File: config.mk
export PLATFORM = sky130hd
export DESIGN_NAME = scvc_ctrl
export DESIGN_NICKNAME = d
export VERILOG_FILES = /design/src/design/scvc_pkg.sv /design/src/design/scvc_ctrl.sv
export SDC_FILE = /design/constraint.sdc
export NUM_CORES = 1
export LEC_CHECK = 0
export ABC_AREA = 1
export BUFFER_PORTS_ARGS = -buffer_cell sky130_fd_sc_hd__buf_2
export CAP_MARGIN = 20
export CORE_MARGIN = 5
export CORE_UTILIZATION = 40
export DETAILED_ROUTE_END_ITERATION = 16
export PLACE_DENSITY = 0.72
export SLEW_MARGIN = 20
export SYNTH_ARGS = -nofsm -noshare
export SYNTH_HDL_FRONTEND = slang
export SYNTH_SLANG_ARGS = --single-unit
File: constraint.sdc
create_clock -name clk -period 1.3 [get_ports clk]
set_clock_uncertainty 0.15 [all_clocks]
set_input_delay 0.13 -clock clk [delete_from_list [all_inputs] [get_ports clk]]
set_output_delay 0.13 -clock clk [all_outputs]
set_load 0.05 [all_outputs]
File: src/design/scvc_pkg.sv
`timescale 1ns / 1ps
// Shared types and constants for the segment convex volume clip block.
// Used by the controller, the datapath and the top level.
package scvc_pkg;

  localparam int FracShift = 14;
  localparam int QuotBits  = 64;

  localparam logic ReqBegin = 1'b0;
  localparam logic ReqPlane = 1'b1;

  typedef struct packed {
    logic               req_type;
    logic signed [31:0] coord_a_x;
    logic signed [31:0] coord_a_y;
    logic signed [31:0] coord_a_z;
    logic signed [31:0] coord_b_x;
    logic signed [31:0] coord_b_y;
    logic signed [31:0] coord_b_z;
    logic signed [15:0] normal_x;
    logic signed [15:0] normal_y;
    logic signed [15:0] normal_z;
    logic signed [31:0] plane_offset;
    logic               last_plane;
  } in_word_t;

  typedef struct packed {
    logic               blocked;
    logic signed [31:0] span_start_x;
    logic signed [31:0] span_start_y;
    logic signed [31:0] span_start_z;
    logic signed [31:0] span_end_x;
    logic signed [31:0] span_end_y;
    logic signed [31:0] span_end_z;
  } out_word_t;

  // Commands from the controller to the datapath.
  typedef struct packed {
    logic       load_begin;  // copy endpoints, clear miss flag
    logic       load_plane;  // latch plane fields
    logic       mul_step;    // one product (axis 0..2 for endpoint sel)
    logic       mul_sel_end; // 0 start endpoint, 1 end endpoint
    logic [1:0] axis;        // axis for mul/div operations
    logic       dist_fin;    // finish distance of selected endpoint
    logic       classify;    // decide miss/straddle
    logic       div_start;   // start the divide for axis
    logic       div_step;    // one quotient bit
    logic       div_apply;   // update span for axis
    logic       emit;        // load output register
  } dp_cmd_t;

  typedef struct packed {
    logic missed;
    logic straddle;
    logic div_done;
  } dp_stat_t;

endpackage

File: src/design/scvc_ctrl.sv
`timescale 1ns / 1ps
// Controller state machine sequencing one input word through the datapath.
// Depends on scvc_pkg; commands scvc_datapath and owns the handshakes.
module scvc_ctrl (
  input  logic               clk,
  input  logic               rst,
  input  logic               in_valid,
  input  logic               req_type,
  input  logic               last_plane,
  output logic               in_stall,
  output logic               out_valid,
  input  logic               out_stall,
  input  scvc_pkg::dp_stat_t stat,
  output scvc_pkg::dp_cmd_t  cmd
);

  typedef enum logic [2:0] {
    S_IDLE, S_MUL, S_CLASS, S_DIVLD, S_DIV, S_APPLY, S_DONE
  } state_t;

  state_t     state;
  logic       last;
  logic [2:0] mcnt;   // three products then finish, per endpoint
  logic       sel_end;
  logic [1:0] axis;
  logic       accept;

  assign in_stall = (state != S_IDLE) || (out_valid && out_stall);
  assign accept   = in_valid && !in_stall;

  always_comb begin
    cmd             = '0;
    cmd.axis        = axis;
    cmd.mul_sel_end = sel_end;
    cmd.load_begin  = accept && (req_type == scvc_pkg::ReqBegin);
    cmd.load_plane  = accept && (req_type == scvc_pkg::ReqPlane);
    unique case (state)
      S_MUL: begin
        // product of axis issued at mcnt 0..2, accumulated on the following cycle
        cmd.mul_step = (mcnt >= 3'd1) && (mcnt <= 3'd3);
        cmd.dist_fin = (mcnt == 3'd4);
        cmd.axis     = (mcnt < 3'd3) ? mcnt[1:0] : axis;
      end
      S_CLASS: cmd.classify  = 1'b1;
      S_DIVLD: cmd.div_start = 1'b1;
      S_DIV:   cmd.div_step  = 1'b1;
      S_APPLY: cmd.div_apply = 1'b1;
      S_DONE:  cmd.emit      = last;
      default: ;
    endcase
  end

  always_ff @(posedge clk) begin
    if (rst) begin
      state     <= S_IDLE;
      out_valid <= 1'b0;
      last      <= 1'b0;
      mcnt      <= '0;
      sel_end   <= 1'b0;
      axis      <= '0;
    end else begin
      if (out_valid && !out_stall) out_valid <= 1'b0;
      unique case (state)
        S_IDLE: if (accept && req_type == scvc_pkg::ReqPlane) begin
          last    <= last_plane;
          mcnt    <= '0;
          sel_end <= 1'b0;
          state   <= stat.missed ? S_DONE : S_MUL;
        end
        S_MUL: begin
          if (mcnt == 3'd4) begin
            mcnt <= '0;
            if (sel_end) state <= S_CLASS;
            sel_end <= !sel_end;
          end else begin
            mcnt <= mcnt + 3'd1;
          end
        end
        S_CLASS: begin
          axis  <= '0;
          state <= S_DIVLD;
        end
        S_DIVLD: state <= stat.straddle ? S_DIV : S_DONE;
        S_DIV:   if (stat.div_done) state <= S_APPLY;
        S_APPLY: begin
          if (axis == 2'd2) begin
            state <= S_DONE;
          end else begin
            axis  <= axis + 2'd1;
            state <= S_DIVLD;
          end
        end
        S_DONE: begin
          if (last) out_valid <= 1'b1;
          state <= S_IDLE;
        end
        default: state <= S_IDLE;
      endcase
    end
  end

  busy_blocks: assert property (@(posedge clk) disable iff (rst)
    (state != S_IDLE) |-> in_stall)
    else $error("word accepted while busy");
  emit_last: assert property (@(posedge clk) disable iff (rst)
    $rose(out_valid) |-> $past(state == S_DONE && last))
    else $error("result without last plane");
  div_exit: assert property (@(posedge clk) disable iff (rst)
    (state == S_APPLY) |-> $past(state == S_DIV))
    else $error("span update without finished divide");

endmodule

==> results.sh, run 1 <==
export IMPL_status="finished with violations"
export IMPL_violations="negative hold slack, negative setup slack"
export IMPL_synthArstFlopShare_pct=0
export IMPL_hpwl_mm=1.72
export IMPL_fin_nets=187
export IMPL_synth_distinct_cells=25
export IMPL_root_buffer="clkbuf_4"
export IMPL_final_hold_violation_count=1
export IMPL_worst_r2r_path_depth=10
export IMPL_synth_top_area_share_pct=28.3
export IMPL_grt_ovfl_total=0
export IMPL_peakVddDrop_uv=2310
export IMPL_portBuffers=22
export IMPL_routed_wl_mm=2.91
export IMPL_grt_pass1_vias=1046
export IMPL_report_final_slew_viol_count=0
export IMPL_drive_gt1_share_pct=63.4
export IMPL_post_drt_via_cell_ratio=5.26
export IMPL_yosysMostFrequentCell="nand2_1"
export IMPL_whs_endpoint="out_valid"
export IMPL_startpoint_type="flop"
export IMPL_fin_crit_sh_pct=130
export IMPL_numCtsBuffers=3
export IMPL_syn_nets=134
export IMPL_clock_sinks=11
export IMPL_placed_area_um2=1170
export IMPL_worstSetupPathType="flop to output port"
export IMPL_yosys_top_cells_area="dfxtp_1, nand2_1, nand3_1"
export IMPL_timing_critical_path_max_delay_family="flip-flops"
export IMPL_firstDrtPassIters=4
export IMPL_h_tree_depth=1
export IMPL_hold_class="primary input to flop"
export IMPL_rrSetupSlack_ns=-0.18
export IMPL_worst_pin_slew_ns=0.369
export IMPL_rsz0062_at_grt="true"
export IMPL_grt_max_degree=9
export IMPL_die_x_um=54.1
export IMPL_synth_edff_count=0
export IMPL_cp_cell_sequence="inv_4, ha_4, nor3_4, buf_6, nor2_4, buf_8"
export IMPL_drc=0
export IMPL_relSlewSlack_pct=75.3
export IMPL_timing_critical_path_buf_inv=3
export IMPL_end_kind="output port"
export IMPL_power_density_nw_per_um2=2510
export IMPL_hold_path_depth=3
export IMPL_final_setup_viol_count=22
export IMPL_synth_area_leader_cell="dfxtp_1"
export IMPL_drt_wirelength_per_cell_um=14.6
export IMPL_rr_startpoint="state[0]"
export IMPL_drt_iter0_markers=33
export IMPL_fill_cells=119
export IMPL_dieArea_um2=2920
export IMPL_ys_ff_latch=11
export IMPL_ys_seq_area_share_pct=28.3
export IMPL_synth_area_um2=777
export IMPL_num_rows=16
export IMPL_hp_start="out_stall"
export IMPL_max_stage_delay_ns=0.40
export IMPL_setup_ws_ns=-0.389
export IMPL_power_leakage_nw=0.724
export IMPL_critPathRequiredTime_ns=1.02
export IMPL_synth_commonest_cells="nand2_1, inv_1, nor2_1"
export IMPL_clk_latency_ns=0.29
export IMPL_drv_cap=0
export IMPL_fin_area_um2=1540
export IMPL_netlist_instances=120
export IMPL_areaGrowthSynthToFinish_pct=98.2
export IMPL_fin_crit_ns=1.69
export IMPL_place_gp_congestion=0.843
export IMPL_antenna_found_initial=0
export IMPL_reg2reg_to="state[0]"
export IMPL_clk_pin_slew_ns=0.09
export IMPL_ys_flop_type="dfxtp_1"
export IMPL_core_area_um2=1900
export IMPL_dp_cells=187
export IMPL_path_max_fanout=5
export IMPL_initial_core_util_pct=40.9
export IMPL_diodes=0
export IMPL_fin_hold_ws_ns=-0.00389
export IMPL_grt_usage_pct=20.1
export IMPL_dieHeight_um=54.1
export IMPL_ant_nets=0
export IMPL_critPathSlowestCell="dfxtp_4"
export IMPL_yosys_warnings=0
export IMPL_clockBufferDepth=2
export IMPL_fmax_mhz=592
export IMPL_num_io_pins=23
export IMPL_tns_ns=-4.66
export IMPL_grt_pass1_wl_mm=4.13
export IMPL_arrival_ns=1.41
export IMPL_cts_tree="yes"
export IMPL_final_cells=199
export IMPL_via_count=1046
export IMPL_avgSynthCellArea_um2=6.47
## stage by stage
stage / util (%) / total power, mW / setup slack [ns]
after floorplan: - / 1.98 / -0.168
final: 81.0 / 3.86 / -0.389
after global placement: 61.4 / 2.66 / -0.170
after CTS: 73.8 / 3.38 / -0.325
after global routing: 81.0 / 4.09 / -0.434
after detailed placement: 61.4 / 2.71 / -0.192
## worst register-to-register path: cells and delay by family (launching register included)
kind,cells,cell delay [ns]
AOI/OAI and AO/OA,1,0.09
buffers and inverters,4,0.36
DFF,1,0.36
and+or+nand+nor,5,0.41
## flip-flops by register name (all words and copies together) (netlist names)
signal,count
axis,2
last,1
mcnt,3
out_valid,1
sel_end,1
state,3
## power by group
| group | internal (mW) | leakage, nW | switching [mW] |
|---|---|---|---|
| sequential | 0.444 | 0.0934 | 0.118 |
| clock | 0.119 | 0.0150 | 0.139 |
| combinational | 1.34 | 0.615 | 1.70 |
| total | 1.91 | 0.724 | 1.96 |
## cell usage in the layout (no fill, tap or decap), types with 3 or more instances in the layout
cell type,Yosys,routed
nor2_4,2,8
dfxtp_4,0,4
a21oi_1,8,5
nand3_2,0,4
buf_8,0,6
buf_6,0,11
clkbuf_4,0,3
nand2_1,21,14
inv_2,6,4
dfxtp_1,11,5
buf_2,0,10
nand3_1,13,9
inv_4,0,4
nor2_2,2,5
ha_4,0,3
inv_1,17,13
nand2_4,1,6
nor2_1,17,8
buf_4,1,21
## cell families (layout without fill, tap and decap cells)
kind of cell | count (synthesis) | after routing | share of synthesized area (%)
DFF | 11 | 11 | 28.3
adders and majority gates | 5 | 5 | 8.05
AOI/OAI and AO/OA | 17 | 17 | 13.0
buffers and inverters | 25 | 77 | 12.6
and+or+nand+nor | 62 | 62 | 38.0
## worst max-delay path by stage
stage | startpoint | end | slack, ns | depth (start not counted)
4_1_cts | state[0] | cmd[6] | -0.32 | 7
5_1_grt | mcnt[1] | cmd[9] | -0.43 | 6
3_5_place_dp | state[0] | cmd[6] | -0.19 | 6
6_report | mcnt[1] | cmd[9] | -0.39 | 6
2_1_floorplan | state[0] | sel_end | -0.17 | 9
3_3_place_gp | state[0] | cmd[6] | -0.17 | 6
## routing by layer
| layer | part of all wire, % | track usage, % | vias up |
|---|---|---|---|
| met2 | 53 | 38.3 | 56 |
| met3 | 5.3 | 4.43 | 22 |
| met1 | 36 | 20.0 | 483 |
| li1 | - | - | 485 |
| met4 | 5.0 | 10.4 | 0 |
| met5 | 0 | 0 | - |
## final cells by class
cell class                 instances  area [µm²]  area share, %
multi-input combinational         84         694           45.1
inverter                          23         106           6.90
sequential                        11         238           15.4
tap                               27        33.8           2.19
clock buffer                       4        26.3           1.71
timing repair buffer              50         442           28.7
## what timing repair did
item,4_1_cts,5_1_grt
setup endpoints to repair,22,22
resized for setup,50,29
pin swaps,4,10
hold buffers,2,0
hold endpoints to repair,7,0
buffers inserted,2,5
(Power assumes the default switching activity.)
==> run 2, diff against run 1 <==
--- a/config.mk
+++ b/config.mk
@@ -8,7 +8,7 @@
 export ABC_AREA = 1
 export BUFFER_PORTS_ARGS = -buffer_cell sky130_fd_sc_hd__buf_2
 export CAP_MARGIN = 20
-export CORE_MARGIN = 5
+export CORE_MARGIN = 2
 export CORE_UTILIZATION = 40
 export DETAILED_ROUTE_END_ITERATION = 16
 export PLACE_DENSITY = 0.72
==> run 2 against run 1 <==
Compared with the run above:
- the flow finishes with violations (negative setup slack)
- clock power rose by 5%
- critical endpoint is now cmd[6]
- first-iteration DRC count increased by 24%
- critical path depth is 1 higher
- non-clock buffer count grew 7
- global-route usage is 7.3 points higher
- total power grew 4.4%
- setup slack lost 0.043 ns
- highest routed layer unchanged
- largest power group unchanged
- core utilization up 9.5 points
- via count grew 6.4%
- cell count increased by 2.5%
- sequential power rose by 1%
==> results.sh, run 2 (synthesis results as in run 1) <==
export IMPL_status="finished with violations"
export IMPL_violations="negative setup slack"
export IMPL_final_common_cell="buf_4"
export IMPL_arrival_ns=1.45
export IMPL_drt_wirelength_per_cell_um=16.9
export IMPL_fin_crit_sh_pct=133
export IMPL_num_rows=15
export IMPL_hpwl_mm=1.61
export IMPL_top_regs="mcnt x3, state x3, axis x2"
export IMPL_end_kind="output port"
export IMPL_numCtsBuffers=3
export IMPL_critPathRequiredTime_ns=1.02
export IMPL_clk_latency_ns=0.30
export IMPL_worstSetupPathType="flop to output port"
export IMPL_dieHeight_um=48.1
export IMPL_ant_nets=0
export IMPL_fin_hold_ws_ns=0.0197
export IMPL_diodes=0
export IMPL_core_area_um2=1780
export IMPL_drt_iter0_markers=41
export IMPL_peakVddDrop_uv=2540
export IMPL_clockBufferDepth=2
export IMPL_fin_nets=194
export IMPL_power_leakage_nw=0.760
export IMPL_final_hold_violation_count=0
export IMPL_grt_pass1_vias=1028
export IMPL_fin_crit_ns=1.73
export IMPL_relSlewSlack_pct=69.2
export IMPL_dp_cells=187
export IMPL_final_cells=204
export IMPL_worst_pin_slew_ns=0.459
export IMPL_p_int_mw=1.91
export IMPL_clock_sinks=11
export IMPL_root_buffer="clkbuf_4"
export IMPL_portBuffers=22
export IMPL_via_count=1113
export IMPL_routed_wl_mm=3.45
export IMPL_grt_usage_pct=27.4
export IMPL_hold_class="primary input to flop"
export IMPL_place_gp_congestion=0.874
export IMPL_die_x_um=48.1
export IMPL_power_density_nw_per_um2=2500
export IMPL_initial_core_util_pct=43.6
export IMPL_post_drt_via_cell_ratio=5.46
export IMPL_max_stage_delay_ns=0.38
export IMPL_finalPower_mw=4.03
export IMPL_num_io_pins=23
export IMPL_drv_cap=0
export IMPL_final_setup_viol_count=22
export IMPL_cp_cell_sequence="inv_4, nor2_4, nand2_4, inv_4, nand2_4, a22o_4, buf_8"
export IMPL_report_final_slew_viol_count=0
export IMPL_rsz0062_at_grt="true"
export IMPL_grt_ovfl_total=0
export IMPL_dieArea_um2=2310
export IMPL_grt_pass1_wl_mm=4.33
export IMPL_power_frac_seq_pct=14.1
export IMPL_grt_max_degree=9
export IMPL_clk_pin_slew_ns=0.08
export IMPL_power_switching_mw=2.12
export IMPL_startpoint_type="flop"
export IMPL_fmax_mhz=577
export IMPL_power_switching_share_pct=52.7
export IMPL_firstDrtPassIters=5
export IMPL_clkPwrFrac_pct=6.7
export IMPL_areaGrowthSynthToFinish_pct=108
export IMPL_path_max_fanout=3
export IMPL_setup_ws_ns=-0.433
export IMPL_drc=0
export IMPL_tns_ns=-6.12
export IMPL_critPathSlowestCell="dfxtp_4"
export IMPL_antenna_found_initial=0
export IMPL_h_tree_depth=1
export IMPL_drive_gt1_share_pct=64.8
export IMPL_pwr_share_comb_pct=79.2
export IMPL_final_cell_mix="buf_4, nand2_1, inv_1"
export IMPL_cts_tree="yes"
run 2: power by group through the flow:
| stage | clock network, mW | registers, mW | logic (mW) |
|---|---|---|---|
| floorplan | 0 | 0.539 | 1.44 |
| global placement | 0 | 0.520 | 2.15 |
| detailed placement | 0 | 0.528 | 2.19 |
| CTS | 0.255 | 0.552 | 2.75 |
| global route | 0.273 | 0.573 | 3.39 |
| finish | 0.271 | 0.569 | 3.19 |
run 2: timing repair:
| action | in CTS | in global routing |
|---|---|---|
| setup buffers | 10 | 4 |
| setup endpoints to repair | 21 | 22 |
| pin swaps | 12 | 12 |
| hold buffers | 2 | 0 |
| hold endpoints to repair | 7 | 0 |
| gates resized for setup | 65 | 18 |
run 2: worst paths after layout:
| check | from | endpoint | slack [ns] | depth (start not counted) |
|---|---|---|---|---|
| worst max-delay path | state[0] | cmd[6] | -0.43 | 7 |
| worst min-delay path | out_stall | out_valid | 0.02 | 3 |
| worst max register to register | state[0] | state[0] | -0.31 | 10 |
| worst min register to register | last | last | 0.33 | 2 |
run 2: worst max-delay path: cells and delay by family, from the launching register on:
kind | cells | cell delay, ns
simple gates | 3 | 0.27
buf+inv | 3 | 0.27
flops | 1 | 0.38
compound gates | 1 | 0.22
run 2: final cells by class:
type                            instances  area (µm²)
Multi-Input combinational cell         84         713
Clock buffer                            4        26.3
Fill cell                              71         169
Sequential cell                        11         238
Timing Repair Buffer                   57         494
Inverter                               23         111
Tap cell                               25        31.3
run 2: per-layer routing:
metal  wire [µm]  part of all wire (%)  global-route usage [%]
met5           0                     0                       0
met4         206                   6.0                    14.1
met3         258                   7.5                    4.15
met2        1820                    53                    48.8
met1        1160                    34                    31.2
run 2: metrics by stage:
step	instance area (µm²)	util, %	worst slack (ns)
final	1610	90.5	-0.433
after global routing	1610	90.5	-0.450
after CTS	1510	84.9	-0.367
after detailed placement	1180	66.2	-0.193
after global placement	1180	66.2	-0.171
after floorplan	885	-	-0.168
==> run 3, diff against run 2 <==
--- a/config.mk
+++ b/config.mk
@@ -12,6 +12,7 @@
 export CORE_UTILIZATION = 40
 export DETAILED_ROUTE_END_ITERATION = 16
 export PLACE_DENSITY = 0.72
+export SKIP_LAST_GASP = 1
 export SLEW_MARGIN = 20
 export SYNTH_ARGS = -nofsm -noshare
 export SYNTH_HDL_FRONTEND = slang
==> run 3 against run 2 <==
Compared with the run above:
- the flow still finishes with violations (negative setup slack)
- global-route usage decreased by 0.80 points
- largest cell class unchanged
- via count decreased by 9.1%
- clock power decreased by 6%
- fmax increased by 4.1%
- non-clock buffer count decreased by 2
- flip-flop and latch count unchanged
- routed wire length decreased by 22%
- core utilization decreased by 2.1 points
- cell count decreased by 0.98%
- first-iteration DRC count decreased by 37%
==> results.sh, run 3 (synthesis results as in run 1) <==
export IMPL_status="finished with violations"
export IMPL_violations="negative setup slack"
export IMPL_grt_usage_pct=26.6
export IMPL_fin_nets=192
export IMPL_cp_startpoint="state[0]"
export IMPL_cts_tree="yes"
export IMPL_drive_gt1_share_pct=63.8
export IMPL_num_rows=15
export IMPL_relSlewSlack_pct=70.1
export IMPL_grt_pass1_wl_mm=4.21
export IMPL_final_cell_mix="buf_4, nand2_1, inv_1"
export IMPL_final_hold_violation_count=0
export IMPL_grt_ovfl_total=0
export IMPL_critPathSlowestCell="dfxtp_4"
export IMPL_timing_critical_path_max_delay_family="flip-flops"
export IMPL_antenna_found_initial=0
export IMPL_power_leakage_nw=0.746
export IMPL_initial_core_util_pct=43.6
export IMPL_fmax_mhz=601
export IMPL_place_gp_congestion=0.874
export IMPL_placed_area_um2=1180
export IMPL_clock_sinks=11
export IMPL_report_final_slew_viol_count=0
export IMPL_place_ws_ns=-0.193
export IMPL_drv_cap=0
export IMPL_hpwl_mm=1.61
export IMPL_die_x_um=48.1
export IMPL_hold_class="primary input to flop"
export IMPL_clk_pin_slew_ns=0.07
export IMPL_critPathRequiredTime_ns=1.02
export IMPL_diodes=0
export IMPL_portBuffers=22
export IMPL_core_area_um2=1780
export IMPL_drc=0
export IMPL_drt_wirelength_per_cell_um=13.3
export IMPL_rsz0062_at_grt="true"
export IMPL_post_drt_via_cell_ratio=5.01
export IMPL_fin_crit_sh_pct=128
export IMPL_areaGrowthSynthToFinish_pct=103
export IMPL_firstDrtPassIters=4
export IMPL_end_kind="output port"
export IMPL_dp_cells=187
export IMPL_fin_crit_ns=1.66
export IMPL_worst_pin_slew_ns=0.446
export IMPL_via_count=1012
export IMPL_startpoint_type="flop"
export IMPL_grt_max_degree=9
export IMPL_dieArea_um2=2310
export IMPL_path_max_fanout=3
export IMPL_drt_iter0_markers=26
export IMPL_cp_cell_sequence="inv_4, nor2_4, nand2_4, inv_4, nand2_4, a22o_4, buf_8"
export IMPL_top_regs="mcnt x3, state x3, axis x2"
export IMPL_clockBufferDepth=2
export IMPL_dieHeight_um=48.1
export IMPL_routed_wl_mm=2.69
export IMPL_final_cells=202
export IMPL_final_setup_viol_count=22
export IMPL_timing_critical_path_buf_inv=3
export IMPL_fin_area_um2=1580
export IMPL_num_io_pins=23
export IMPL_arrival_ns=1.38
export IMPL_ant_nets=0
export IMPL_numCtsBuffers=3
export IMPL_setup_ws_ns=-0.365
export IMPL_max_stage_delay_ns=0.38
export IMPL_clk_latency_ns=0.28
export IMPL_root_buffer="clkbuf_4"
export IMPL_final_common_cell="buf_4"
export IMPL_grt_pass1_vias=1038
export IMPL_rr_startpoint="state[0]"
export IMPL_power_density_nw_per_um2=2400
export IMPL_h_tree_depth=1
export IMPL_peakVddDrop_uv=2440
export IMPL_hp_start="out_stall"
export IMPL_worstSetupPathType="flop to output port"
run 3: changes by cell type in the layout (fill, tap and decap cells not counted), sizes merged:
cell and change:
buf -2, clkinv +1, inv -1
run 3: final cells by class:
type	count	area [µm²]
multi-input cells	84	687
repair buffers	55	483
flip-flops and latches	11	238
fillers	87	206
inverters	23	111
well taps	25	31.3
clock buffers	4	26.3
run 3: stage by stage:
stage	power [mW]	setup TNS (ns)	hold slack (ns)	util [%]
after floorplan	1.98	-0.535	0.127	-
after global placement	2.67	-1.05	0.234	66.2
after detailed placement	2.71	-1.47	0.243	66.2
after CTS	3.53	-4.32	0.0198	84.3
after global routing	4.02	-6.21	0.0377	88.4
final	3.79	-4.66	0.0259	88.4
run 3: repair_timing:
action | 4_1_cts | 5_1_grt
gates resized for setup | 62 | 19
pin swaps | 12 | 11
setup endpoints to repair | 21 | 22
hold buffers | 2 | 0
buffers inserted | 10 | 3
endpoints found under the hold margin | 7 | 0
run 3: metal layers:
layer,global-route usage [%],vias up,part of all wire (%)
met3,3.77,3,4.2
met2,50.7,34,54
met4,10.3,0,1.3
met1,29.0,469,40
li1,-,506,-
met5,0,-,0
run 3: power breakdown:
part	internal [mW]	switching [mW]
Combinational	1.28	1.69
Clock	0.119	0.134
Sequential	0.444	0.120
run 3: worst min-delay path: stages:
cell	delay, ns
buf_2	0.11
nand2_4	0.09
a21oi_1	0.08
run 3: final timing paths:
path         slack, ns        end  cells past startpoint
max              -0.36     cmd[6]                      7
min               0.03  out_valid                      3
max reg2reg      -0.24    sel_end                     11
min reg2reg       0.34  out_valid                      2
